--- src/hw/rtl/dmpd_pkg.sv ---
// shared types, constants and codes for the dual motor pid drive
`default_nettype none
package dmpd_pkg;

   // channel and register port sizes
   localparam int NUM_CH     = 2;
   localparam int CSR_IDX_W  = 3;
   localparam int CSR_DATA_W = 16;
   localparam int LIM_W      = 15;
   localparam int DT_W       = 9;
   localparam int NUM_W      = 56;
   localparam int Q_W        = 17;
   localparam int DIV_CNT_W  = 5;

   // long-step handling and near-zero stop
   localparam logic [31:0]       DT_JUMP_MS      = 32'd500;
   localparam logic [DT_W-1:0]   DT_JUMP_SUB_MS  = 9'd10;
   localparam logic signed [15:0] NEAR_ZERO_SPEED = 16'sd5;

   // quotient bits of the restoring divider
   localparam logic [DIV_CNT_W-1:0] DIV_LAST = 5'(Q_W - 1);

   // register reset values
   localparam logic              USE_PID_RST   = 1'b1;
   localparam logic signed [15:0] GAIN_P_RST    = 16'sd256;
   localparam logic signed [15:0] GAIN_I_RST    = 16'sd0;
   localparam logic signed [15:0] GAIN_D_RST    = 16'sd0;
   localparam logic [LIM_W-1:0]  PWM_LIMIT_RST = 15'd255;

   // register indexes
   typedef enum logic [CSR_IDX_W-1:0] {
      CSR_USE_PID   = 3'd0,
      CSR_GAIN_P    = 3'd1,
      CSR_GAIN_I    = 3'd2,
      CSR_GAIN_D    = 3'd3,
      CSR_PWM_LIMIT = 3'd4
   } csr_idx_type;

   // input word
   typedef struct packed {
      logic              kind;
      logic [31:0]       now_ms;
      logic signed [15:0] left_measured;
      logic signed [15:0] left_target;
      logic signed [15:0] right_measured;
      logic signed [15:0] right_target;
   } req_type;

   // result word
   typedef struct packed {
      logic             left_fwd;
      logic             left_rev;
      logic [LIM_W-1:0] left_duty;
      logic             right_fwd;
      logic             right_rev;
      logic [LIM_W-1:0] right_duty;
   } rsp_type;

   // datapath operations
   typedef enum logic [3:0] {
      OP_IDLE,
      OP_CAPTURE,
      OP_START,
      OP_EDT,
      OP_ACC,
      OP_GP,
      OP_GI,
      OP_SUM,
      OP_SDT,
      OP_GD,
      OP_DM,
      OP_NUM,
      OP_DIV,
      OP_FIN,
      OP_OUT
   } dp_op_type;

   // controller states
   typedef enum logic [3:0] {
      ST_IDLE,
      ST_START,
      ST_EDT,
      ST_ACC,
      ST_GP,
      ST_GI,
      ST_SUM,
      ST_SDT,
      ST_GD,
      ST_DM,
      ST_NUM,
      ST_DIV,
      ST_FIN,
      ST_OUT
   } ctrl_state_type;

   typedef struct packed {
      dp_op_type op;
      logic      ch;
   } dp_cmd_type;

   typedef struct packed {
      logic bypass;
      logic rsp_busy;
   } dp_status_type;

endpackage
`default_nettype wire

--- src/hw/rtl/dmpd_ctrl.sv ---
// sequencer that steps both pid channels through the shared datapath
`default_nettype none
module dmpd_ctrl (
   input  wire                    clock,
   input  wire                    reset,
   input  wire                    req_valid,
   output logic                   req_ready,
   output dmpd_pkg::dp_cmd_type   cmd,
   input  dmpd_pkg::dp_status_type st
);
   import dmpd_pkg::*;

   ctrl_state_type       state_ff, state_in;
   logic                 ch_ff, ch_in;
   logic [DIV_CNT_W-1:0] cnt_ff, cnt_in;

   // next state
   always_comb begin
      state_in = state_ff;
      ch_in    = ch_ff;
      cnt_in   = cnt_ff;
      case (state_ff)
         ST_IDLE: begin
            if (req_valid) begin
               state_in = ST_START;
               ch_in    = 1'b0;
            end
         end
         ST_START: begin
            if (!st.bypass) begin
               state_in = ST_EDT;
            end else if (ch_ff) begin
               state_in = ST_OUT;
            end else begin
               ch_in = 1'b1;
            end
         end
         ST_EDT: state_in = ST_ACC;
         ST_ACC: state_in = ST_GP;
         ST_GP:  state_in = ST_GI;
         ST_GI:  state_in = ST_SUM;
         ST_SUM: state_in = ST_SDT;
         ST_SDT: state_in = ST_GD;
         ST_GD:  state_in = ST_DM;
         ST_DM:  state_in = ST_NUM;
         ST_NUM: begin
            state_in = ST_DIV;
            cnt_in   = DIV_LAST;
         end
         ST_DIV: begin
            if (cnt_ff == '0) begin
               state_in = ST_FIN;
            end else begin
               cnt_in = cnt_ff - 1'b1;
            end
         end
         ST_FIN: begin
            if (ch_ff) begin
               state_in = ST_OUT;
            end else begin
               state_in = ST_START;
               ch_in    = 1'b1;
            end
         end
         ST_OUT: begin
            if (!st.rsp_busy) begin
               state_in = ST_IDLE;
            end
         end
         default: state_in = ST_IDLE;
      endcase
   end

   // commands to the datapath
   always_comb begin
      req_ready = 1'b0;
      cmd.ch    = ch_ff;
      cmd.op    = OP_IDLE;
      case (state_ff)
         ST_IDLE: begin
            req_ready = 1'b1;
            if (req_valid) begin
               cmd.op = OP_CAPTURE;
            end
         end
         ST_START: cmd.op = OP_START;
         ST_EDT:   cmd.op = OP_EDT;
         ST_ACC:   cmd.op = OP_ACC;
         ST_GP:    cmd.op = OP_GP;
         ST_GI:    cmd.op = OP_GI;
         ST_SUM:   cmd.op = OP_SUM;
         ST_SDT:   cmd.op = OP_SDT;
         ST_GD:    cmd.op = OP_GD;
         ST_DM:    cmd.op = OP_DM;
         ST_NUM:   cmd.op = OP_NUM;
         ST_DIV:   cmd.op = OP_DIV;
         ST_FIN:   cmd.op = OP_FIN;
         ST_OUT: begin
            if (!st.rsp_busy) begin
               cmd.op = OP_OUT;
            end
         end
         default: cmd.op = OP_IDLE;
      endcase
   end

   always_ff @(posedge clock) begin
      if (reset) begin
         state_ff <= ST_IDLE;
         ch_ff    <= 1'b0;
         cnt_ff   <= '0;
      end else begin
         state_ff <= state_in;
         ch_ff    <= ch_in;
         cnt_ff   <= cnt_in;
      end
   end

endmodule
`default_nettype wire

--- config.mk ---
export PLATFORM = sky130hd
export DESIGN_NAME = dmpd_ctrl
export DESIGN_NICKNAME = d
export VERILOG_FILES = /design/src/hw/rtl/dmpd_pkg.sv /design/src/hw/rtl/dmpd_ctrl.sv
export SDC_FILE = /design/constraint.sdc
export NUM_CORES = 1
export LEC_CHECK = 0
export CORE_AREA = 2 2 39 41
export DETAILED_ROUTE_END_ITERATION = 12
export DIE_AREA = 0 0 41 43
export DONT_BUFFER_PORTS = 1
export PLACE_DENSITY = 0.72
export SLEW_MARGIN = 20
export SYNTH_ARGS = -nofsm -noshare
export SYNTH_HDL_FRONTEND = slang
export SYNTH_SLANG_ARGS = --single-unit
--- constraint.sdc ---
create_clock -name clock -period 2.8 [get_ports clock]
set_input_delay 0.56 -clock clock [delete_from_list [all_inputs] [get_ports clock]]
set_output_delay 0.56 -clock clock [all_outputs]
set_load 0.1 [all_outputs]
After elaboration in Yosys (flattened, before gate mapping)
Cells that the tools add are included.
- add/subtract/negate cells: 1
- multiply operators: 0
- divide/modulo/power cells: 0
- $lt $le $gt $ge: 0
- equal/unequal tests: 19
- shifts and indexed selects: 0
- muxes and demuxes: 16
- bitwise logic cells: 0
- reduce and logical (&&, ||, !) cells: 7
- operators by type and width (cell ; count):
    $pmux W4 S14 ; 2
    $mux W4 ; 7
    $eq A4 B4 Y1 const B ; 6
    $eq A4 B3 Y1 const B ; 4
    $ne A2 B2 Y1 const B ; 5
    $pmux W5 S2 ; 1
    $eq A4 B2 Y1 const B ; 2
    $logic_not A5 Y1 ; 1
    $mux W5 ; 1
    $sub A5 B1 Y5 const B ; 1
    $eq A4 B1 Y1 const B ; 1
    $logic_not A4 Y1 ; 1
    $mux W1 ; 4
    $reduce_and A4 Y1 ; 1
    $ne A3 B3 Y1 const B ; 1
    $pmux W1 S3 ; 1
    $reduce_and A3 Y1 ; 1
    $reduce_bool A3 Y1 ; 1
    $reduce_and A2 Y1 ; 1
    $reduce_bool A2 Y1 ; 1
- flip-flop bits (word level): 10
- bits in latches: 0
- RAM bits: 0
- bits in read-only memories: 0
- input bits: 5
- output and inout port bits: 6
- logic and storage cells: 46
- memories: 0

Depth between registers and ports, before layout
Gate-level depths: netlist of the first run.
- word-level depth: 3
- gate-level depth with buffers: 6
- gate-level depth less buffers: 6

Worst setup path before layout of the first run
No wires, ideal clock.
- path kind: register to output
- from: reg state_ff[0]
- to: out req_ready
- arrival: 3.532 ns
- data required time: 2.240 ns
- slack: -1.292 ns
- stages on the path, launching flop included: 4
- path buffers: 2
- cells stage by stage: dfxtp_1 clkbuf_1 buf_2 nor4_1
- word-level cells in the longest chain between the ends: 2
- ends and longest elaborated chain (what ; RTL line ; source):
    start, declared ; dmpd_ctrl.sv:13 ; ctrl_state_type state_ff, state_in;
    start signal, assigned ; dmpd_ctrl.sv:113 ; state_ff <= state_in;
    $logic_not A4 Y1 ; dmpd_ctrl.sv:79 ; case (state_ff)
    $mux W1 ; dmpd_ctrl.sv:79 ;
    end, declared ; dmpd_ctrl.sv:7 ; output logic req_ready,
Every way passes these cells.

==> results of run 1 <==
through the flow:
step / TNS [ns] / cells
5_1_grt: 0 / 111
2_1_floorplan: -0.136 / 95
3_3_place_gp: 0 / 108
6_report: 0 / 111
4_1_cts: 0 / 111
3_5_place_dp: 0 / 108
synth_stat cells, types with 3 or more instances:
master	count
clkbuf_1	4
a311oi_1	3
nor4_1	3
nor2_1	9
a21o_1	3
nand4b_1	3
a21oi_1	8
nor2b_1	3
inv_1	4
nor3_1	3
dfxtp_1	10
o21ai_0	4
nand3_1	3
nand2_1	5
sequential cells by signal, summed over array words and instances, names as in the netlist:
name      flops
ch_ff         1
cnt_ff        5
state_ff      4
how the worst max path moves through the flow:
stage,cells past startpoint,slack [ns],end
after detailed placement,4,0.65,cmd[3]
final,4,0.34,cmd[3]
after floorplan,3,-0.14,req_ready
after CTS,4,0.37,cmd[3]
after global routing,4,0.18,cmd[3]
after global placement,4,0.71,cmd[2]
cell type report:
type	instances	area (µm²)
Clock buffer	3	22.5
Inverter	4	15.0
Timing Repair Buffer	6	45.0
Multi-Input combinational cell	72	527
Sequential cell	10	200
Tap cell	16	20.0
Fill cell	137	554
cell families (layout without fill, tap and decap cells):
family          after synthesis  count (layout)
simple gates                 40              40
fa+ha+maj                     1               1
flops                        10              10
mux                           2               2
compound gates               28              28
xor+xnor                      1               1
buf+inv                      13              13
routing by layer:
layer	wire length [µm]	track usage, %	up-vias
met2	785	32.8	16
met4	20	12.0	0
met3	67	3.14	2
li1	-	-	358
met1	804	31.4	350
met5	0	0	-
placed cells by master, fill, tap and decap left out, types with 2 or more instances in the layout:
cell type,instances
a21o_1,3
a21oi_1,8
a221oi_1,2
a311oi_1,2
buf_4,6
clkbuf_4,3
dfxtp_1,10
inv_1,4
nand2_1,5
nand3_1,3
nand4b_1,3
nor2_1,9
nor2b_1,3
nor3_1,3
nor4_1,2
o21ai_0,4
or4_1,2
or4b_2,2
worst max-delay path, delay by kind of cell (launching register included):
| kind | cells | cell delay [ns] |
|---|---|---|
| flops | 1 | 0.85 |
| buf+inv | 1 | 0.26 |
| simple gates | 1 | 0.25 |
| compound gates | 1 | 0.18 |
| mux | 1 | 0.10 |
==> results.md, run 1 <==
- Status: finished clean
- Post-synth EDFFs: 0
- Count of input and output buffers: 0
- Nets: 103
- Post-placement cell area: 807 µm²
- Residual DRC count: 0
- Die H: 43 µm
- Slew headroom: 45.7%
- First-pass GRT wire length: 2770 µm
- Crit path from: state_ff[0]
- Clock Path Buffers: 2
- Endpoints failing hold: 0
- Worst path arrival time: 1.90 ns
- Largest family of logic cells by synthesized area: simple AND/OR/NAND/NOR gates
- Top post-synthesis cells by area: dfxtp_1 27%, a21oi_1 5.3%, nor2_1 4.5%, a311oi_1 3.5%, nand4b_1 3.5%
- Antenna cell count: 0
- Min Tclk post-route: 2.46 ns
- Crit end category: output port
- Clock Latency Late Sink: 0.26 ns
- Global route overflow: 0
- Post-synth top flop: dfxtp_1
- Yosys warns: 0
- Routed vias: 726
- Initial Util: 54.2%
- Worst hold stages: 1
- Htree depth: 1
- Post-Synth XOR/XNOR Area: 1.17%
- Clock Sinks: 10
- R2R Setup Slk: 0.71 ns
- Largest area contributor in the netlist: dfxtp_1
- Crit Reg-Reg Endpoint: cnt_ff[2]
- Drt initial violations: 15
- Crit Path Class: reg -> out
- Min-delay src: reset
- RSZ-0062 raised after global routing: false
- CTS Root Cell: clkbuf_4
- CTS tree: done
- Dpl ws: 0.655 ns
- Slew Viols, Final: 0
- Yosys top cell area share: 26.7%
- Layout cells sized above 1: 18.9%
- Final period util: 87.8%
- Final ANT Viol Nets: 0
- Horiz. Die Dim: 41 µm
- Synth Cell Area: 751 µm²
- TritonCTS buffer count: 3
- Synth Area in Adders: 1.67%
- Fin Hold WS: 0.354 ns
- CP max FO: 21
- Slew @ Worst Pin: 0.814 ns
- CORE AREA: 0.00138 mm²
- Number of placement rows: 14
- Cells resized by post-CTS repair: 0
- DRT Pass-1 Iters: 4
- Vias in the first global route: 633
- Final HPWL DP: 1170 µm
- Count of state elements after synthesis: 10
- CP required: 2.24 ns
- Setup-failing EPs final: 0
- Mux cell area share after synthesis: 2.67%
- Max Clk Rate: 407 MHz
- Worst-case reg-to-reg path depth: 3
- Postcts setup bufs: 0
- Critical path's slowest cell: dfxtp_1
- Synth Area in Compound Gates: 26.2%
- Crit path launch type: flop
- DR vias/cell: 6.54
- Unique masters post-synth: 37
- Syn Nets: 101
- Clk pin slew, worst setup/hold paths: 0.06 ns
- Mapped Cells: 95
- Syn avg cell area: 7.90 µm²
- Async SR Flop Fraction: 0%
- Routed length per placed instance: 15.1 µm
- Gr usage total: 22.7%
- Post-route worst setup slack: 0.341 ns
- Final instance area: 830 µm²
- Hold Path Sink: state_ff[0]
- Synthesis-to-layout area growth: 10.5%
- Slowest stage delay, CP: 0.85 ns
- Crit-path cells: nand2_1 -> o21ai_0 -> mux2i_2 -> buf_4
- DIE AREA: 0.00176 mm²
- Sequential element share of the synthesized area: 26.7%
- Synth Area in Simple Gates: 32.8%
- Reg2reg start: state_ff[0]
- Top Ports: 11
- Total Wirelength: 1680 µm
- Initial antenna violation count: 0
- MaxCap Viol Count: 0
- Hold/Removal Path Class: in -> reg
- Util after Layout: 59.9%
- Worst Skew: 0.00395 ns
- Hold_buf cts: 0
- Largest net degree at the start of global routing: 22
- Placer Congestion: 0.794
Power of run 1 is left out: the tool's default activity adds up to more than one toggle a clock period on the data nets, which glitch-free logic cannot reach.
==> run 2: changes to the inputs <==
--- a/config.mk
+++ b/config.mk
@@ -9,7 +9,7 @@
 export DETAILED_ROUTE_END_ITERATION = 12
 export DIE_AREA = 0 0 41 43
 export DONT_BUFFER_PORTS = 1
-export PLACE_DENSITY = 0.72
+export PLACE_DENSITY = 0.77
 export SLEW_MARGIN = 20
 export SYNTH_ARGS = -nofsm -noshare
 export SYNTH_HDL_FRONTEND = slang
==> run 2 against run 1 <==
Compared with the run above:
- die area unchanged
- largest cell class unchanged
- sequential share of layout area down 0.43 points
- flip-flop and latch count unchanged
- register-to-register slack about the same
- critical path type unchanged
- via count down 0.55%
- utilization up 1.1 points
- global-route usage up 1.5 points
- fmax up 0.44%
==> results.md, run 2 (synthesized netlist as in run 1, its figures left out) <==
- Status: finished clean
- RSZ-0062 raised after global routing: false
- Largest net degree at the start of global routing: 22 (unchanged)
- CP required: 2.24 ns (about the same)
- Crit Reg-Reg Endpoint: cnt_ff[2]
- Routed vias: 722 (-0.55%)
- Global route overflow: 0 (unchanged)
- Hold_buf cts: 0 (unchanged)
- Final HPWL DP: 1210 µm (+3.5%)
- Worst-case reg-to-reg path depth: 3 (unchanged)
- DIE AREA: 0.00176 mm² (unchanged)
- Post-route worst setup slack: 0.351 ns (+0.0108 ns)
- Fin cells: 113 (+1.8%)
- Top Ports: 11 (unchanged)
- Clk pin slew, worst setup/hold paths: 0.07 ns (about the same)
- Final ANT Viol Nets: 0 (unchanged)
- Worst Skew: 0.0106 ns (+0.00668 ns)
- Routed length per placed instance: 15.1 µm (about the same)
- Dpl ws: 0.668 ns (+0.0131 ns)
- Horiz. Die Dim: 41 µm (unchanged)
- Slowest stage delay, CP: 0.84 ns (about the same)
- MaxCap Viol Count: 0 (unchanged)
- Most frequent cells in the layout: 10 x dfxtp_1, 9 x nor2_1, 8 x a21oi_1, 8 x buf_4, 5 x nand2_1
- Vias in the first global route: 697 (+10%)
- Drt initial violations: 7 (-8)
- Initial Util: 54.2% (unchanged)
- R2R Setup Slk: 0.72 ns (about the same)
- Critical path's slowest cell: dfxtp_1
- Initial antenna violation count: 0 (unchanged)
- CTS Root Cell: clkbuf_4
- Crit path launch type: flop
- Max Clk Rate: 408 MHz (+0.44%)
- Largest regs: cnt_ff (5), state_ff (4), ch_ff (1)
- Clock Sinks: 10 (unchanged)
- Metal3 WL: 30 µm (-55%)
- Min Tclk post-route: 2.45 ns (-0.0108 ns)
- Gr usage total: 24.2% (+1.5 points)
- Top layer in use: met4
- TritonCTS buffer count: 3 (unchanged)
- Clock Latency Late Sink: 0.26 ns (about the same)
- Die H: 43 µm (unchanged)
- DR vias/cell: 6.39 (-2.3%)
- DR WL met2: 880 µm (+12%)
- Most flop-heavy register: cnt_ff
- Htree depth: 1 (unchanged)
- Slew headroom: 46.7% (+1.0 points)
- Antenna cell count: 0 (unchanged)
- Postcts setup bufs: 0 (unchanged)
- Worst path arrival time: 1.89 ns (about the same)
- Worst hold stages: 1 (unchanged)
- DRT Pass-1 Iters: 4 (unchanged)
- Final period util: 87.4% (-0.39 points)
- Count of input and output buffers: 0 (unchanged)
- Hold Path Sink: cnt_ff[2]
- Slew Viols, Final: 0 (unchanged)
- Endpoints failing hold: 0 (unchanged)
- # fillers: 137 (unchanged)
- Cells resized by post-CTS repair: 0 (unchanged)
- Multi-input combinational cell area: 527 µm² (unchanged)
- Synthesis-to-layout area growth: 12.5%
- Max reg flops: 5 (unchanged)
- M1 WL: 783 µm (-2.6%)
- First-pass GRT wire length: 2950 µm (+6.5%)
- Layout cells sized above 1: 20.6% (+1.7 points)
- Residual DRC count: 0 (unchanged)
- Number of placement rows: 14 (unchanged)
- Most common cell after layout, fill and taps aside: dfxtp_1
- Min-delay src: reset
- Setup-failing EPs final: 0 (unchanged)
- CORE AREA: 0.00138 mm² (unchanged)
- Crit end category: output port
- Placer Congestion: 0.792 (-0.28%)
- Total Wirelength: 1710 µm (+1.8%)
- Slew @ Worst Pin: 0.798 ns (-0.0155 ns)
- Buf/Inv on CP: 1 (unchanged)
- Seq. cell area: 200 µm² (unchanged)
- CTS tree: done
- CP max FO: 21 (unchanged)
- Crit Path Class: reg -> out
- Nets: 105 (+1.9%)
- Clock Path Buffers: 2 (unchanged)
- Placed Cells: 110 (+1.9%)
- CP delay by family, top: flip-flops
- Reg2reg start: state_ff[0]
- Crit-path cells: a21oi_1 -> o21ai_0 -> mux2i_2 -> buf_4
- Hold/Removal Path Class: in -> reg
[run 2: worst max path at each step]
stage,from,endpoint,slack (ns),depth (start not counted)
floorplan,state_ff[0],req_ready,-0.14,3
global placement,state_ff[0],cmd[3],0.73,3
detailed placement,state_ff[0],cmd[3],0.67,4
CTS,state_ff[0],cmd[3],0.39,4
global route,state_ff[0],cmd[3],0.22,4
finish,state_ff[0],cmd[3],0.35,4
[run 2: area by class of cell]
cell class	instances	share of cell area (%)
inverter	4	1.78
sequential	10	23.7
timing repair buffer	8	7.11
clock buffer	3	2.67
tap	16	2.37
multi-input combinational	72	62.4
[run 2: worst register-to-register path, cell delays in order (launching register included)]
cell      delay (ns)
dfxtp_1         0.84
nand4b_1        0.37
or4b_2          0.69
a21oi_1         0.13
[run 2: metal layers]
layer | track usage (%) | vias up
met1 | 32.2 | 350
met2 | 36.3 | 8
met4 | 12.0 | 0
li1 | - | 362
met3 | 3.66 | 2
met5 | 0 | -
[run 2: per-stage QoR]
stage                     util (%)  cell area [µm²]  hold WS, ns  TNS [ns]
after global routing          61.0              845        0.340         0
final                         61.0              845        0.356         0
after global placement        59.4              822        0.491         0
after floorplan                  -              773        0.473    -0.136
after CTS                     61.0              845        0.350         0
after detailed placement      59.4              822        0.507         0
Power of run 2 is left out for the same reason.
